**src/design/jmp_pkg.sv**
```systemverilog
`default_nettype none
package jmp_pkg;

   // internal signed arithmetic word
   typedef logic signed [63:0] sword_type;

   // operation codes of a request
   localparam logic [1:0] FUNC_RESET = 2'd0;
   localparam logic [1:0] FUNC_P2P   = 2'd1;
   localparam logic [1:0] FUNC_TRACK = 2'd2;

   // register indexes
   localparam logic [1:0] CSR_MAX_VEL = 2'd0;
   localparam logic [1:0] CSR_MAX_ACC = 2'd1;
   localparam logic [1:0] CSR_DT      = 2'd2;

   // register reset values
   localparam logic [30:0] MAX_VEL_RST = 31'd16777216;
   localparam logic [31:0] MAX_ACC_RST = 32'd10485760;
   localparam logic [23:0] DT_RST      = 24'd335544;

   // snap tolerances (1e-5 rad, 1e-4 rad/s)
   localparam logic [63:0] SNAP_POS = 64'd168;
   localparam logic [63:0] SNAP_VEL = 64'd1678;

   // serial unit step counts
   localparam logic [6:0] STEPS_DT   = 7'd24;
   localparam logic [6:0] STEPS_AS   = 7'd36;
   localparam logic [6:0] STEPS_ACC  = 7'd32;
   localparam logic [6:0] STEPS_SQRT = 7'd44;
   localparam logic [6:0] STEPS_DIV  = 7'd88;

   // datapath commands
   typedef enum logic [3:0] {
      OP_NONE,
      OP_LOAD,
      OP_RESET_TO,
      OP_PREP,
      OP_AS_TAKE,
      OP_ERR_START,
      OP_SQRT_START,
      OP_DES_P2P,
      OP_RV,
      OP_DES_TRK,
      OP_DV,
      OP_VEL,
      OP_ADVANCE,
      OP_OUTPUT
   } dp_op_type;

   typedef struct packed {
      dp_op_type op;
   } dp_cmd_type;

   typedef struct packed {
      logic [1:0] func;
      logic       ok;
      logic       init;
      logic       snap;
      logic       busy;
   } dp_status_type;

   function automatic logic [63:0] mag64(sword_type x);
      return x < 0 ? 64'(-x) : 64'(x);
   endfunction

   function automatic sword_type clamp64(sword_type x, sword_type lim);
      return x > lim ? lim : (x < -lim ? -lim : x);
   endfunction

endpackage
`default_nettype wire

```
**src/design/jmp_ctrl.sv**
```systemverilog
`default_nettype none
module jmp_ctrl
   import jmp_pkg::*;
(
   input  wire logic          clock,
   input  wire logic          reset,
   input  wire logic          req_valid,
   output logic               req_stall,
   output logic               rsp_valid,
   input  wire logic          rsp_stall,
   output dp_cmd_type         cmd,
   input  wire dp_status_type status
);

   typedef enum logic [4:0] {
      ST_IDLE, ST_DECODE, ST_PREP, ST_W_AS, ST_AS, ST_W_SQ, ST_ERR, ST_W_ERR,
      ST_SQRT, ST_W_SQRT, ST_DES_P2P, ST_W_DIV, ST_RV, ST_DES_TRK, ST_DV,
      ST_VEL, ST_W_VDT, ST_ADV, ST_OUT
   } state_type;

   state_type state_ff, state_in;
   logic      rsp_valid_ff, rsp_valid_in;

   assign req_stall = (state_ff != ST_IDLE);
   assign rsp_valid = rsp_valid_ff;

   // sequencing of one request
   always_comb begin
      state_in     = state_ff;
      cmd.op       = OP_NONE;
      rsp_valid_in = rsp_valid_ff && rsp_stall;
      case (state_ff)
         ST_IDLE: begin
            if (req_valid) begin
               cmd.op   = OP_LOAD;
               state_in = ST_DECODE;
            end
         end
         ST_DECODE: begin
            if (status.func == FUNC_RESET) begin
               cmd.op   = OP_RESET_TO;
               state_in = ST_OUT;
            end else if ((status.func == FUNC_P2P || status.func == FUNC_TRACK)
                         && status.ok) begin
               if (!status.init) cmd.op = OP_RESET_TO;
               state_in = ST_PREP;
            end else begin
               state_in = ST_OUT;
            end
         end
         ST_PREP: begin
            cmd.op   = OP_PREP;
            state_in = (status.func == FUNC_P2P && status.snap) ? ST_OUT : ST_W_AS;
         end
         ST_W_AS:    if (!status.busy) state_in = ST_AS;
         ST_AS: begin
            cmd.op   = OP_AS_TAKE;
            state_in = (status.func == FUNC_P2P) ? ST_W_SQ : ST_W_DIV;
         end
         ST_W_SQ:    if (!status.busy) state_in = ST_ERR;
         ST_ERR: begin
            cmd.op   = OP_ERR_START;
            state_in = ST_W_ERR;
         end
         ST_W_ERR:   if (!status.busy) state_in = ST_SQRT;
         ST_SQRT: begin
            cmd.op   = OP_SQRT_START;
            state_in = ST_W_SQRT;
         end
         ST_W_SQRT:  if (!status.busy) state_in = ST_DES_P2P;
         ST_DES_P2P: begin
            cmd.op   = OP_DES_P2P;
            state_in = ST_DV;
         end
         ST_W_DIV:   if (!status.busy) state_in = ST_RV;
         ST_RV: begin
            cmd.op   = OP_RV;
            state_in = ST_DES_TRK;
         end
         ST_DES_TRK: begin
            cmd.op   = OP_DES_TRK;
            state_in = ST_DV;
         end
         ST_DV: begin
            cmd.op   = OP_DV;
            state_in = ST_VEL;
         end
         ST_VEL: begin
            cmd.op   = OP_VEL;
            state_in = ST_W_VDT;
         end
         ST_W_VDT:   if (!status.busy) state_in = ST_ADV;
         ST_ADV: begin
            cmd.op   = OP_ADVANCE;
            state_in = ST_OUT;
         end
         ST_OUT: begin
            if (!rsp_valid_ff || !rsp_stall) begin
               cmd.op       = OP_OUTPUT;
               rsp_valid_in = 1'b1;
               state_in     = ST_IDLE;
            end
         end
         default: state_in = ST_IDLE;
      endcase
   end

   always_ff @(posedge clock) begin
      if (reset) begin
         state_ff     <= ST_IDLE;
         rsp_valid_ff <= 1'b0;
      end else begin
         state_ff     <= state_in;
         rsp_valid_ff <= rsp_valid_in;
      end
   end

endmodule
`default_nettype wire

```
**src/design/jmp_dp.sv**
```systemverilog
`default_nettype none
module jmp_dp
   import jmp_pkg::*;
#(
   parameter int WORD_WIDTH = 32
) (
   input  wire logic               clock,
   input  wire logic               reset,
   input  wire logic               csr_write,
   input  wire logic [1:0]         csr_index,
   input  wire logic [31:0]        csr_data,
   input  wire logic [1:0]         req_func,
   input  wire logic signed [31:0] req_value,
   output logic signed [31:0]      rsp_position_out,
   output logic signed [31:0]      rsp_velocity_out,
   input  wire dp_cmd_type         cmd,
   output dp_status_type           status
);

   localparam sword_type WMAX = (sword_type'(1) <<< (WORD_WIDTH - 1)) - 1;
   localparam sword_type WMIN = -WMAX - 1;
   localparam sword_type OMAX = 64'sd2147483647;
   localparam sword_type OMIN = -64'sd2147483648;

   typedef enum logic [1:0] {U_MUL, U_SQRT, U_DIV} unit_type;

   function automatic logic signed [WORD_WIDTH-1:0] sat_w(sword_type x);
      sword_type y;
      y = x > WMAX ? WMAX : (x < WMIN ? WMIN : x);
      return y[WORD_WIDTH-1:0];
   endfunction

   // configuration
   logic [30:0] vmax_ff;
   logic [31:0] amax_ff;
   logic [23:0] dt_ff;

   // joint state
   logic signed [WORD_WIDTH-1:0] pos_ff, pos_in, lref_ff, lref_in, ref_ff, ref_in;
   logic signed [31:0]           vel_ff, vel_in;
   logic                         init_ff, init_in, track_ff, track_in;
   logic [1:0]                   func_ff, func_in;

   // step intermediates
   logic [35:0]        as_ff, as_in;
   sword_type          err_ff, err_in, dif_ff, dif_in, rv_ff, rv_in, e12_ff, e12_in;
   logic signed [31:0] des_ff, des_in, vnew_ff, vnew_in;
   logic signed [33:0] dv_ff, dv_in;

   // serial multiply / square root / divide unit
   logic [87:0] acc_ff, acc_in, mcand_ff, mcand_in;
   logic [39:0] mplier_ff, mplier_in;
   logic [45:0] rem_ff, rem_in;
   logic [43:0] root_ff, root_in;
   logic [6:0]  cnt_ff, cnt_in;
   unit_type    umode_ff, umode_in;

   logic signed [31:0] rsp_pos_ff, rsp_pos_in, rsp_vel_ff, rsp_vel_in;

   sword_type   ref64, pos64, lref64, vel64, prev64, err_p2p, vmax64, as64;
   logic [56:0] as_sum;
   logic [35:0] as_next;
   logic [43:0] b_val;
   logic [30:0] des_mag;
   logic [60:0] q_sat;
   logic [63:0] errm, e12m;
   sword_type   dv64, vsum, vcl, step64, p64, trk_des;
   logic [56:0] step_sum;
   logic        guard;
   logic [47:0] rem_t, trial, rem_d;
   logic [24:0] drem, dsub;

   assign ref64   = sword_type'(ref_ff);
   assign pos64   = sword_type'(pos_ff);
   assign lref64  = sword_type'(lref_ff);
   assign vel64   = sword_type'(vel_ff);
   assign prev64  = track_ff ? lref64 : ref64;
   assign err_p2p = ref64 - pos64;
   assign vmax64  = sword_type'({33'd0, vmax_ff});
   assign as64    = sword_type'({28'd0, as_ff});

   // accel step = round(A * dt / 2^20)
   assign as_sum  = {1'b0, acc_ff[55:0]} + 57'd524288;
   assign as_next = as_sum[55:20];

   // braking bound less accel step, then limit
   assign b_val   = root_ff - {8'd0, as_ff};
   assign des_mag = (b_val < {13'd0, vmax_ff}) ? b_val[30:0] : vmax_ff;

   // reference velocity and error gain
   assign q_sat   = (mcand_ff > 88'h1000000000000000) ? 61'h1000000000000000 : mcand_ff[60:0];
   assign errm    = mag64(err_ff);
   assign e12m    = ((errm << 4) + (errm << 3) + errm + 64'd1) >> 1;
   assign trk_des = clamp64(rv_ff + e12_ff, vmax64);

   // velocity update
   assign dv64 = clamp64(sword_type'(des_ff) - vel64, as64);
   assign vsum = vel64 + sword_type'(dv_ff);
   assign vcl  = clamp64(vsum, vmax64);

   // position advance with overshoot guard
   assign step_sum = {1'b0, acc_ff[55:0]} + 57'd8388608;
   assign step64   = vnew_ff < 0 ? -sword_type'({32'd0, step_sum[55:24]})
                                 :  sword_type'({32'd0, step_sum[55:24]});
   assign p64      = pos64 + step64;
   assign guard    = (func_ff == FUNC_P2P) &&
                     ((err_ff > 0 && p64 >= ref64) || (err_ff < 0 && p64 <= ref64));

   // square root and divide step terms
   assign rem_t = {rem_ff, mcand_ff[87:86]};
   assign trial = {2'b00, root_ff, 2'b01};
   assign rem_d = rem_t - trial;
   assign drem  = {rem_ff[23:0], acc_ff[87]};
   assign dsub  = drem - {1'b0, dt_ff};

   assign status.func = func_ff;
   assign status.ok   = (vmax_ff != '0) && (amax_ff != '0) && (dt_ff != '0);
   assign status.init = init_ff;
   assign status.snap = (mag64(err_p2p) < SNAP_POS) && (mag64(vel64) < SNAP_VEL);
   assign status.busy = (cnt_ff != '0);

   assign rsp_position_out = rsp_pos_ff;
   assign rsp_velocity_out = rsp_vel_ff;

   always_comb begin
      pos_in = pos_ff;   lref_in = lref_ff;   ref_in = ref_ff;   vel_in = vel_ff;
      init_in = init_ff; track_in = track_ff; func_in = func_ff;
      as_in = as_ff;     err_in = err_ff;     dif_in = dif_ff;
      rv_in = rv_ff;     e12_in = e12_ff;     des_in = des_ff;
      vnew_in = vnew_ff; dv_in = dv_ff;
      acc_in = acc_ff;   mcand_in = mcand_ff; mplier_in = mplier_ff;
      rem_in = rem_ff;   root_in = root_ff;   cnt_in = cnt_ff; umode_in = umode_ff;
      rsp_pos_in = rsp_pos_ff; rsp_vel_in = rsp_vel_ff;

      // one step of the serial unit
      if (cnt_ff != '0) begin
         cnt_in = cnt_ff - 7'd1;
         case (umode_ff)
            U_MUL: begin
               if (mplier_ff[0]) acc_in = acc_ff + mcand_ff;
               mcand_in  = mcand_ff << 1;
               mplier_in = mplier_ff >> 1;
            end
            U_SQRT: begin
               if (rem_t >= trial) begin
                  rem_in  = rem_d[45:0];
                  root_in = {root_ff[42:0], 1'b1};
               end else begin
                  rem_in  = rem_t[45:0];
                  root_in = {root_ff[42:0], 1'b0};
               end
               mcand_in = mcand_ff << 2;
            end
            U_DIV: begin
               acc_in = acc_ff << 1;
               if (drem >= {1'b0, dt_ff}) begin
                  rem_in   = {22'd0, dsub[23:0]};
                  mcand_in = {mcand_ff[86:0], 1'b1};
               end else begin
                  rem_in   = {22'd0, drem[23:0]};
                  mcand_in = {mcand_ff[86:0], 1'b0};
               end
            end
            default: cnt_in = '0;
         endcase
      end

      case (cmd.op)
         OP_LOAD: begin
            func_in = req_func;
            ref_in  = sat_w(sword_type'(req_value));
         end
         OP_RESET_TO: begin
            pos_in   = ref_ff;
            vel_in   = '0;
            init_in  = 1'b1;
            lref_in  = ref_ff;
            track_in = 1'b0;
         end
         OP_PREP: begin
            if (func_ff == FUNC_P2P) begin
               err_in   = err_p2p;
               lref_in  = ref_ff;
               track_in = 1'b0;
               if (status.snap) begin
                  pos_in = ref_ff;
                  vel_in = '0;
               end
            end else begin
               err_in = prev64 - pos64;
               dif_in = ref64 - prev64;
            end
            // A * dt
            acc_in    = '0;
            mcand_in  = {56'd0, amax_ff};
            mplier_in = {16'd0, dt_ff};
            cnt_in    = STEPS_DT;
            umode_in  = U_MUL;
         end
         OP_AS_TAKE: begin
            as_in = as_next;
            if (func_ff == FUNC_P2P) begin
               // as * as
               acc_in    = '0;
               mcand_in  = {52'd0, as_next};
               mplier_in = {4'd0, as_next};
               cnt_in    = STEPS_AS;
               umode_in  = U_MUL;
            end else begin
               // (|diff| * 2^24 + dt/2) / dt
               acc_in   = {mag64(dif_ff), 24'd0} + {65'd0, dt_ff[23:1]};
               mcand_in = '0;
               rem_in   = '0;
               cnt_in   = STEPS_DIV;
               umode_in = U_DIV;
            end
         end
         OP_ERR_START: begin
            // accumulate |err| * 32 * A on top of as^2
            mcand_in  = {19'd0, mag64(err_ff), 5'd0};
            mplier_in = {8'd0, amax_ff};
            cnt_in    = STEPS_ACC;
            umode_in  = U_MUL;
         end
         OP_SQRT_START: begin
            mcand_in = acc_ff;
            rem_in   = '0;
            root_in  = '0;
            cnt_in   = STEPS_SQRT;
            umode_in = U_SQRT;
         end
         OP_DES_P2P: begin
            des_in = err_ff < 0 ? -$signed({1'b0, des_mag}) : $signed({1'b0, des_mag});
         end
         OP_RV: begin
            rv_in  = dif_ff < 0 ? -sword_type'({3'd0, q_sat}) : sword_type'({3'd0, q_sat});
            e12_in = err_ff < 0 ? -sword_type'(e12m) : sword_type'(e12m);
         end
         OP_DES_TRK: des_in = trk_des[31:0];
         OP_DV:      dv_in = dv64[33:0];
         OP_VEL: begin
            vnew_in   = vcl[31:0];
            acc_in    = '0;
            mcand_in  = {24'd0, mag64(vcl)};
            mplier_in = {16'd0, dt_ff};
            cnt_in    = STEPS_DT;
            umode_in  = U_MUL;
         end
         OP_ADVANCE: begin
            pos_in = guard ? ref_ff : sat_w(p64);
            vel_in = guard ? '0 : vnew_ff;
            if (func_ff == FUNC_TRACK) begin
               lref_in  = ref_ff;
               track_in = 1'b1;
            end
         end
         OP_OUTPUT: begin
            rsp_pos_in = pos64 > OMAX ? OMAX[31:0] : (pos64 < OMIN ? OMIN[31:0] : pos64[31:0]);
            rsp_vel_in = vel_ff;
         end
         default: ;
      endcase
   end

   // configuration registers
   always_ff @(posedge clock) begin
      if (reset) begin
         vmax_ff <= MAX_VEL_RST;
         amax_ff <= MAX_ACC_RST;
         dt_ff   <= DT_RST;
      end else if (csr_write) begin
         case (csr_index)
            CSR_MAX_VEL: vmax_ff <= csr_data[30:0];
            CSR_MAX_ACC: amax_ff <= csr_data;
            CSR_DT:      dt_ff   <= csr_data[23:0];
            default: ;
         endcase
      end
   end

   // joint state and unit control
   always_ff @(posedge clock) begin
      if (reset) begin
         pos_ff   <= '0;
         vel_ff   <= '0;
         lref_ff  <= '0;
         init_ff  <= 1'b0;
         track_ff <= 1'b0;
         cnt_ff   <= '0;
         umode_ff <= U_MUL;
      end else begin
         pos_ff   <= pos_in;
         vel_ff   <= vel_in;
         lref_ff  <= lref_in;
         init_ff  <= init_in;
         track_ff <= track_in;
         cnt_ff   <= cnt_in;
         umode_ff <= umode_in;
      end
   end

   // payload registers
   always_ff @(posedge clock) begin
      ref_ff     <= ref_in;
      func_ff    <= func_in;
      as_ff      <= as_in;
      err_ff     <= err_in;
      dif_ff     <= dif_in;
      rv_ff      <= rv_in;
      e12_ff     <= e12_in;
      des_ff     <= des_in;
      vnew_ff    <= vnew_in;
      dv_ff      <= dv_in;
      acc_ff     <= acc_in;
      mcand_ff   <= mcand_in;
      mplier_ff  <= mplier_in;
      rem_ff     <= rem_in;
      root_ff    <= root_in;
      rsp_pos_ff <= rsp_pos_in;
      rsp_vel_ff <= rsp_vel_in;
   end

endmodule
`default_nettype wire

```
**src/design/joint_motion_profiler_top.sv**
```systemverilog
`default_nettype none
// Joint motion profiler: one request (func, value) gives one response with the
// new commanded position and velocity. func 0 resets the position, 1 takes a
// point-to-point step (braking bound, velocity/acceleration clamps, snap and
// overshoot guard), 2 takes a tracking step (reference velocity feed-forward
// plus 12.5 x error). Requests are handled one at a time. The steps run on the
// shared bit-serial unit that does the multiplies (24, 36, 32 and 24 steps),
// the 44-step square root and the 88-step divide. A finished response waits
// in an output register, so the next request is taken while it is still
// stalled. Registers are written through csr_write/csr_index/csr_data; the
// user must write them only while no request is in flight, as the block
// itself does not enforce it.
module joint_motion_profiler_top
   import jmp_pkg::*;
#(
   parameter int WORD_WIDTH = 32
) (
   input  wire logic               clock,
   input  wire logic               reset,
   input  wire logic               csr_write,
   input  wire logic [1:0]         csr_index,
   input  wire logic [31:0]        csr_data,
   input  wire logic               req_valid,
   output logic                    req_stall,
   input  wire logic [1:0]         req_func,
   input  wire logic signed [31:0] req_value,
   output logic                    rsp_valid,
   input  wire logic               rsp_stall,
   output logic signed [31:0]      rsp_position_out,
   output logic signed [31:0]      rsp_velocity_out
);

   dp_cmd_type    cmd;
   dp_status_type status;

   jmp_ctrl u_ctrl (
      .clock     (clock),
      .reset     (reset),
      .req_valid (req_valid),
      .req_stall (req_stall),
      .rsp_valid (rsp_valid),
      .rsp_stall (rsp_stall),
      .cmd       (cmd),
      .status    (status)
   );

   jmp_dp #(
      .WORD_WIDTH (WORD_WIDTH)
   ) u_dp (
      .clock            (clock),
      .reset            (reset),
      .csr_write        (csr_write),
      .csr_index        (csr_index),
      .csr_data         (csr_data),
      .req_func         (req_func),
      .req_value        (req_value),
      .rsp_position_out (rsp_position_out),
      .rsp_velocity_out (rsp_velocity_out),
      .cmd              (cmd),
      .status           (status)
   );

endmodule
`default_nettype wire
```
**config.mk**
```make
export PLATFORM = sky130hd
export DESIGN_NAME = joint_motion_profiler_top
export DESIGN_NICKNAME = d
export VERILOG_FILES = /design/src/design/jmp_pkg.sv /design/src/design/jmp_ctrl.sv /design/src/design/jmp_dp.sv /design/src/design/joint_motion_profiler_top.sv
export SDC_FILE = /design/constraint.sdc
export NUM_CORES = 2
export LEC_CHECK = 0
export BUFFER_PORTS_ARGS = -buffer_cell sky130_fd_sc_hd__buf_4
export CAP_MARGIN = 10
export CORE_MARGIN = 2
export CORE_UTILIZATION = 47
export CTS_CLUSTER_SIZE = 20
export DETAILED_ROUTE_END_ITERATION = 8
export SLEW_MARGIN = 20
export SYNTH_ARGS = -nofsm -noshare
export SYNTH_HDL_FRONTEND = slang
export SYNTH_SLANG_ARGS = --single-unit
export TNS_END_PERCENT = 30
```
**constraint.sdc**
```tcl
create_clock -name clock -period 14.7 [get_ports clock]
set_input_delay 1.47 -clock clock [delete_from_list [all_inputs] [get_ports clock]]
set_output_delay 1.47 -clock clock [all_outputs]
set_load 0.02 [all_outputs]
```
==> summary.txt <==
Rel. slew slack - 17.91%
Power, Total - 28.37 mW
Leakage - 41.48 nW
Hold Vio Cnt, Final - 0
Via count - 92520
H-tree Lvls - 3
Clock buffer depth - 3
I/O pin cnt - 139
PortBufs - 138
Crit path time final - 12.73 ns
Fin crit share - 86.58%
Worst hold path class - reg -> reg
Final Instance Count excl. Fillers - 14160
Worst Setup Slack, final - 1.973 ns
Max incr delay on CP - 0.80 ns
Worst skew pair latency - 0.85 ns
Global-route usage over all layers - 38.39%
Initial Util - 47.14%
RSZ-0062 raised after global routing - false
Hold Buf Count CTS - 0
First-pass GRT wire length - 590500 um
Worst-Margin Slew - 1.227 ns
GRT overflow - 0
Main area contributors after synthesis - edfxtp_1, ha_1, dfxtp_1, a21oi_1, xnor2_1
Share of cells above drive strength 1 - 6.604%
Crit path DAT - 13.35 ns
Max cap viols - 0
Syn Area/Cell - 8.259 um2
Height of the die - 453.6 um
Worst Path Required - 15.32 ns
Largest net degree at the start of global routing - 91
Final Setup Violations - 0
Remaining DRCs - 0
DR vias/cell - 6.536
Cts bufs inserted - 118
Critical path's most frequent cell - ha_1
Worst VDD drop - 0.0002204 V
Wire per inst - 28.76 um
Final core occ - 51.23%
First-pass DRT Iterations - 8
Die area - 205700 um2
Crit path launch type - register
TritonCTS clock tree - done
Post-synth EDFFs - 664
Placed Area - 99040 um2
Worst-path fanout max - 31
Antenna viol nets, final - 0
Die Wd - 453.6 um
Root Buffer - clkbuf_16
Synth Cell Area - 94990 um2
Clk sink count - 994
Area growth syn-to-layout - 8.673%
Max Freq - 78.57 MHz
Warnings from Yosys - 0
Critical path class - reg -> reg
Crit path capture type - register
Fraction of registers with async set/reset - 0%
Routed WL - 407100 um
1st-iter DRT viols - 10680
Most common cell after layout, fill and taps aside - nand2_1
P per Cell Area - 274.8 nW/um2
FP Rows - 165
Final Cell Area - 103200 um2
Fin nets - 12450
DP HPWL - 326300 um
Setup WS pre-CTS - 2.093 ns
Post-route setup TNS - 0 ns
Core box area - 201500 um2
RD Place Congestion - 1.029
Clock slew at reported path FFs - 0.06 ns
Crit path max-delay cell type - a2111oi_0
Final Skew - 0.1298 ns
Seq/Total Area, Yosys - 27.95%
Synth Instances - 11500
Post-CTS sizing - 0
Mapped Nets - 12590
Most frequent cells in the layout - nand2_1, a21oi_1, ha_1, o21ai_0, nor2_1
Area share of the largest cell type after synthesis - 20.99%
Initial antenna violation count - 26
Most used flip-flop cell after synthesis - edfxtp_1
Min Hold Slack - 0.4319 ns
Run status - finished clean
Cells after DPL - 13910
FF+latch count, synth - 994
Setup bufs post-CTS - 0
Final Max Slew Viols - 0
Largest area contributor in the netlist - edfxtp_1
Yosys cell types - 101
Vias in the first global route - 86870
==> synth_stat cells, types with 40 or more instances <==
library cell / n
o21a_1: 136
a22oi_1: 49
inv_1: 589
xnor2_1: 536
and3_1: 114
o211ai_1: 114
fa_1: 72
mux2i_1: 142
a21o_1: 384
nand2_1: 1180
and2_1: 95
edfxtp_1: 664
a31oi_1: 112
a22o_1: 40
nand3_1: 256
nor2b_1: 114
o22ai_1: 130
buf_1: 49
or3_1: 117
o21ai_0: 790
xor2_1: 344
or2_2: 64
a221oi_1: 80
a21oi_1: 974
clkbuf_1: 554
dfxtp_1: 330
o31ai_1: 110
o221ai_1: 41
nand2b_1: 132
nor4_1: 111
a211o_1: 43
ha_1: 945
nor2_1: 720
o21bai_1: 85
a211oi_1: 118
a222oi_1: 83
nor3_1: 255
nand4_1: 190
or4_1: 56
o31a_1: 52
==> layer usage <==
metal  vias up  global-route usage (%)  share of wire (%)
li1      42490                       -                  -
met1     44510                   47.14                 39
met2      4426                   60.73                 45
met3      1090                   6.903                8.2
met4         8                   27.29                8.2
met5         -                       0              0.014
==> where the power goes <==
part           internal (mW)  switching [mW]
logic                   7.08            12.7
clock network           1.77            1.36
registers               4.40            1.03
total                   13.2            15.1
==> area by class of cell <==
cell class	instances	area, um2
antenna	21	52.55
clock buffer	145	3114
clock inverter	77	933.4
fill	19150	98260
inverter	598	2246
multi-input combinational	9290	64270
sequential	994	26550
tap	2672	3343
timing repair buffer	359	2726
==> flip-flops by register name, summed over array words and instances (netlist names), 5 cells and up <==
| name | flops |
|---|---|
| u_ctrl.state_ff | 5 |
| u_dp.vnew_ff | 32 |
| u_dp.e12_ff | 64 |
| u_dp.vmax_ff | 31 |
| u_dp.acc_ff | 88 |
| u_dp.dt_ff | 24 |
| u_dp.cnt_ff | 7 |
| u_dp.vel_ff | 32 |
| u_dp.ref_ff | 32 |
| u_dp.lref_ff | 32 |
| u_dp.err_ff | 64 |
| u_dp.dv_ff | 34 |
| u_dp.rem_ff | 46 |
| u_dp.dif_ff | 64 |
| u_dp.mplier_ff | 40 |
| u_dp.rv_ff | 64 |
| u_dp.rsp_velocity_out | 32 |
| u_dp.mcand_ff | 88 |
| u_dp.rsp_position_out | 32 |
| u_dp.as_ff | 36 |
| u_dp.root_ff | 44 |
| u_dp.pos_ff | 32 |
| u_dp.des_ff | 32 |
| u_dp.amax_ff | 32 |
==> cell families (layout without fill, tap and decap cells) <==
family | count (synthesis) | in the layout | share of synthesized area [%]
other cells | 0 | 21 | 0
compound gates | 3669 | 3669 | 25.07
mux | 177 | 177 | 1.911
buf+inv | 1218 | 1179 | 4.843
xor+xnor | 883 | 883 | 8.172
simple gates | 3544 | 3544 | 18.09
fa+ha+maj | 1017 | 1017 | 13.96
flops | 994 | 994 | 27.95
==> final timing paths <==
path                                        to                        from  slack (ns)  depth (start not counted)
setup / recovery  u_dp.pos_ff[30]$_SDFFE_PP0P_   u_dp.acc_ff[23]$_DFFE_PP_        1.97                         42
hold reg to reg     u_dp.mplier_ff[39]$_DFF_P_  u_dp.mplier_ff[39]$_DFF_P_        0.43                          2
setup reg to reg  u_dp.pos_ff[30]$_SDFFE_PP0P_   u_dp.acc_ff[23]$_DFFE_PP_        1.97                         42
hold / removal      u_dp.mplier_ff[39]$_DFF_P_  u_dp.mplier_ff[39]$_DFF_P_        0.43                          2
==> worst max-delay path: cells and delay by family (launching register included) <==
kind	cells	cell delay, ns
xor+xnor	2	0.79
fa+ha+maj	4	1.39
simple gates	22	5.72
flops	1	0.51
buf+inv	2	0.62
mux	1	0.27
compound gates	11	3.21
Power figures use the tool's default switching activity.
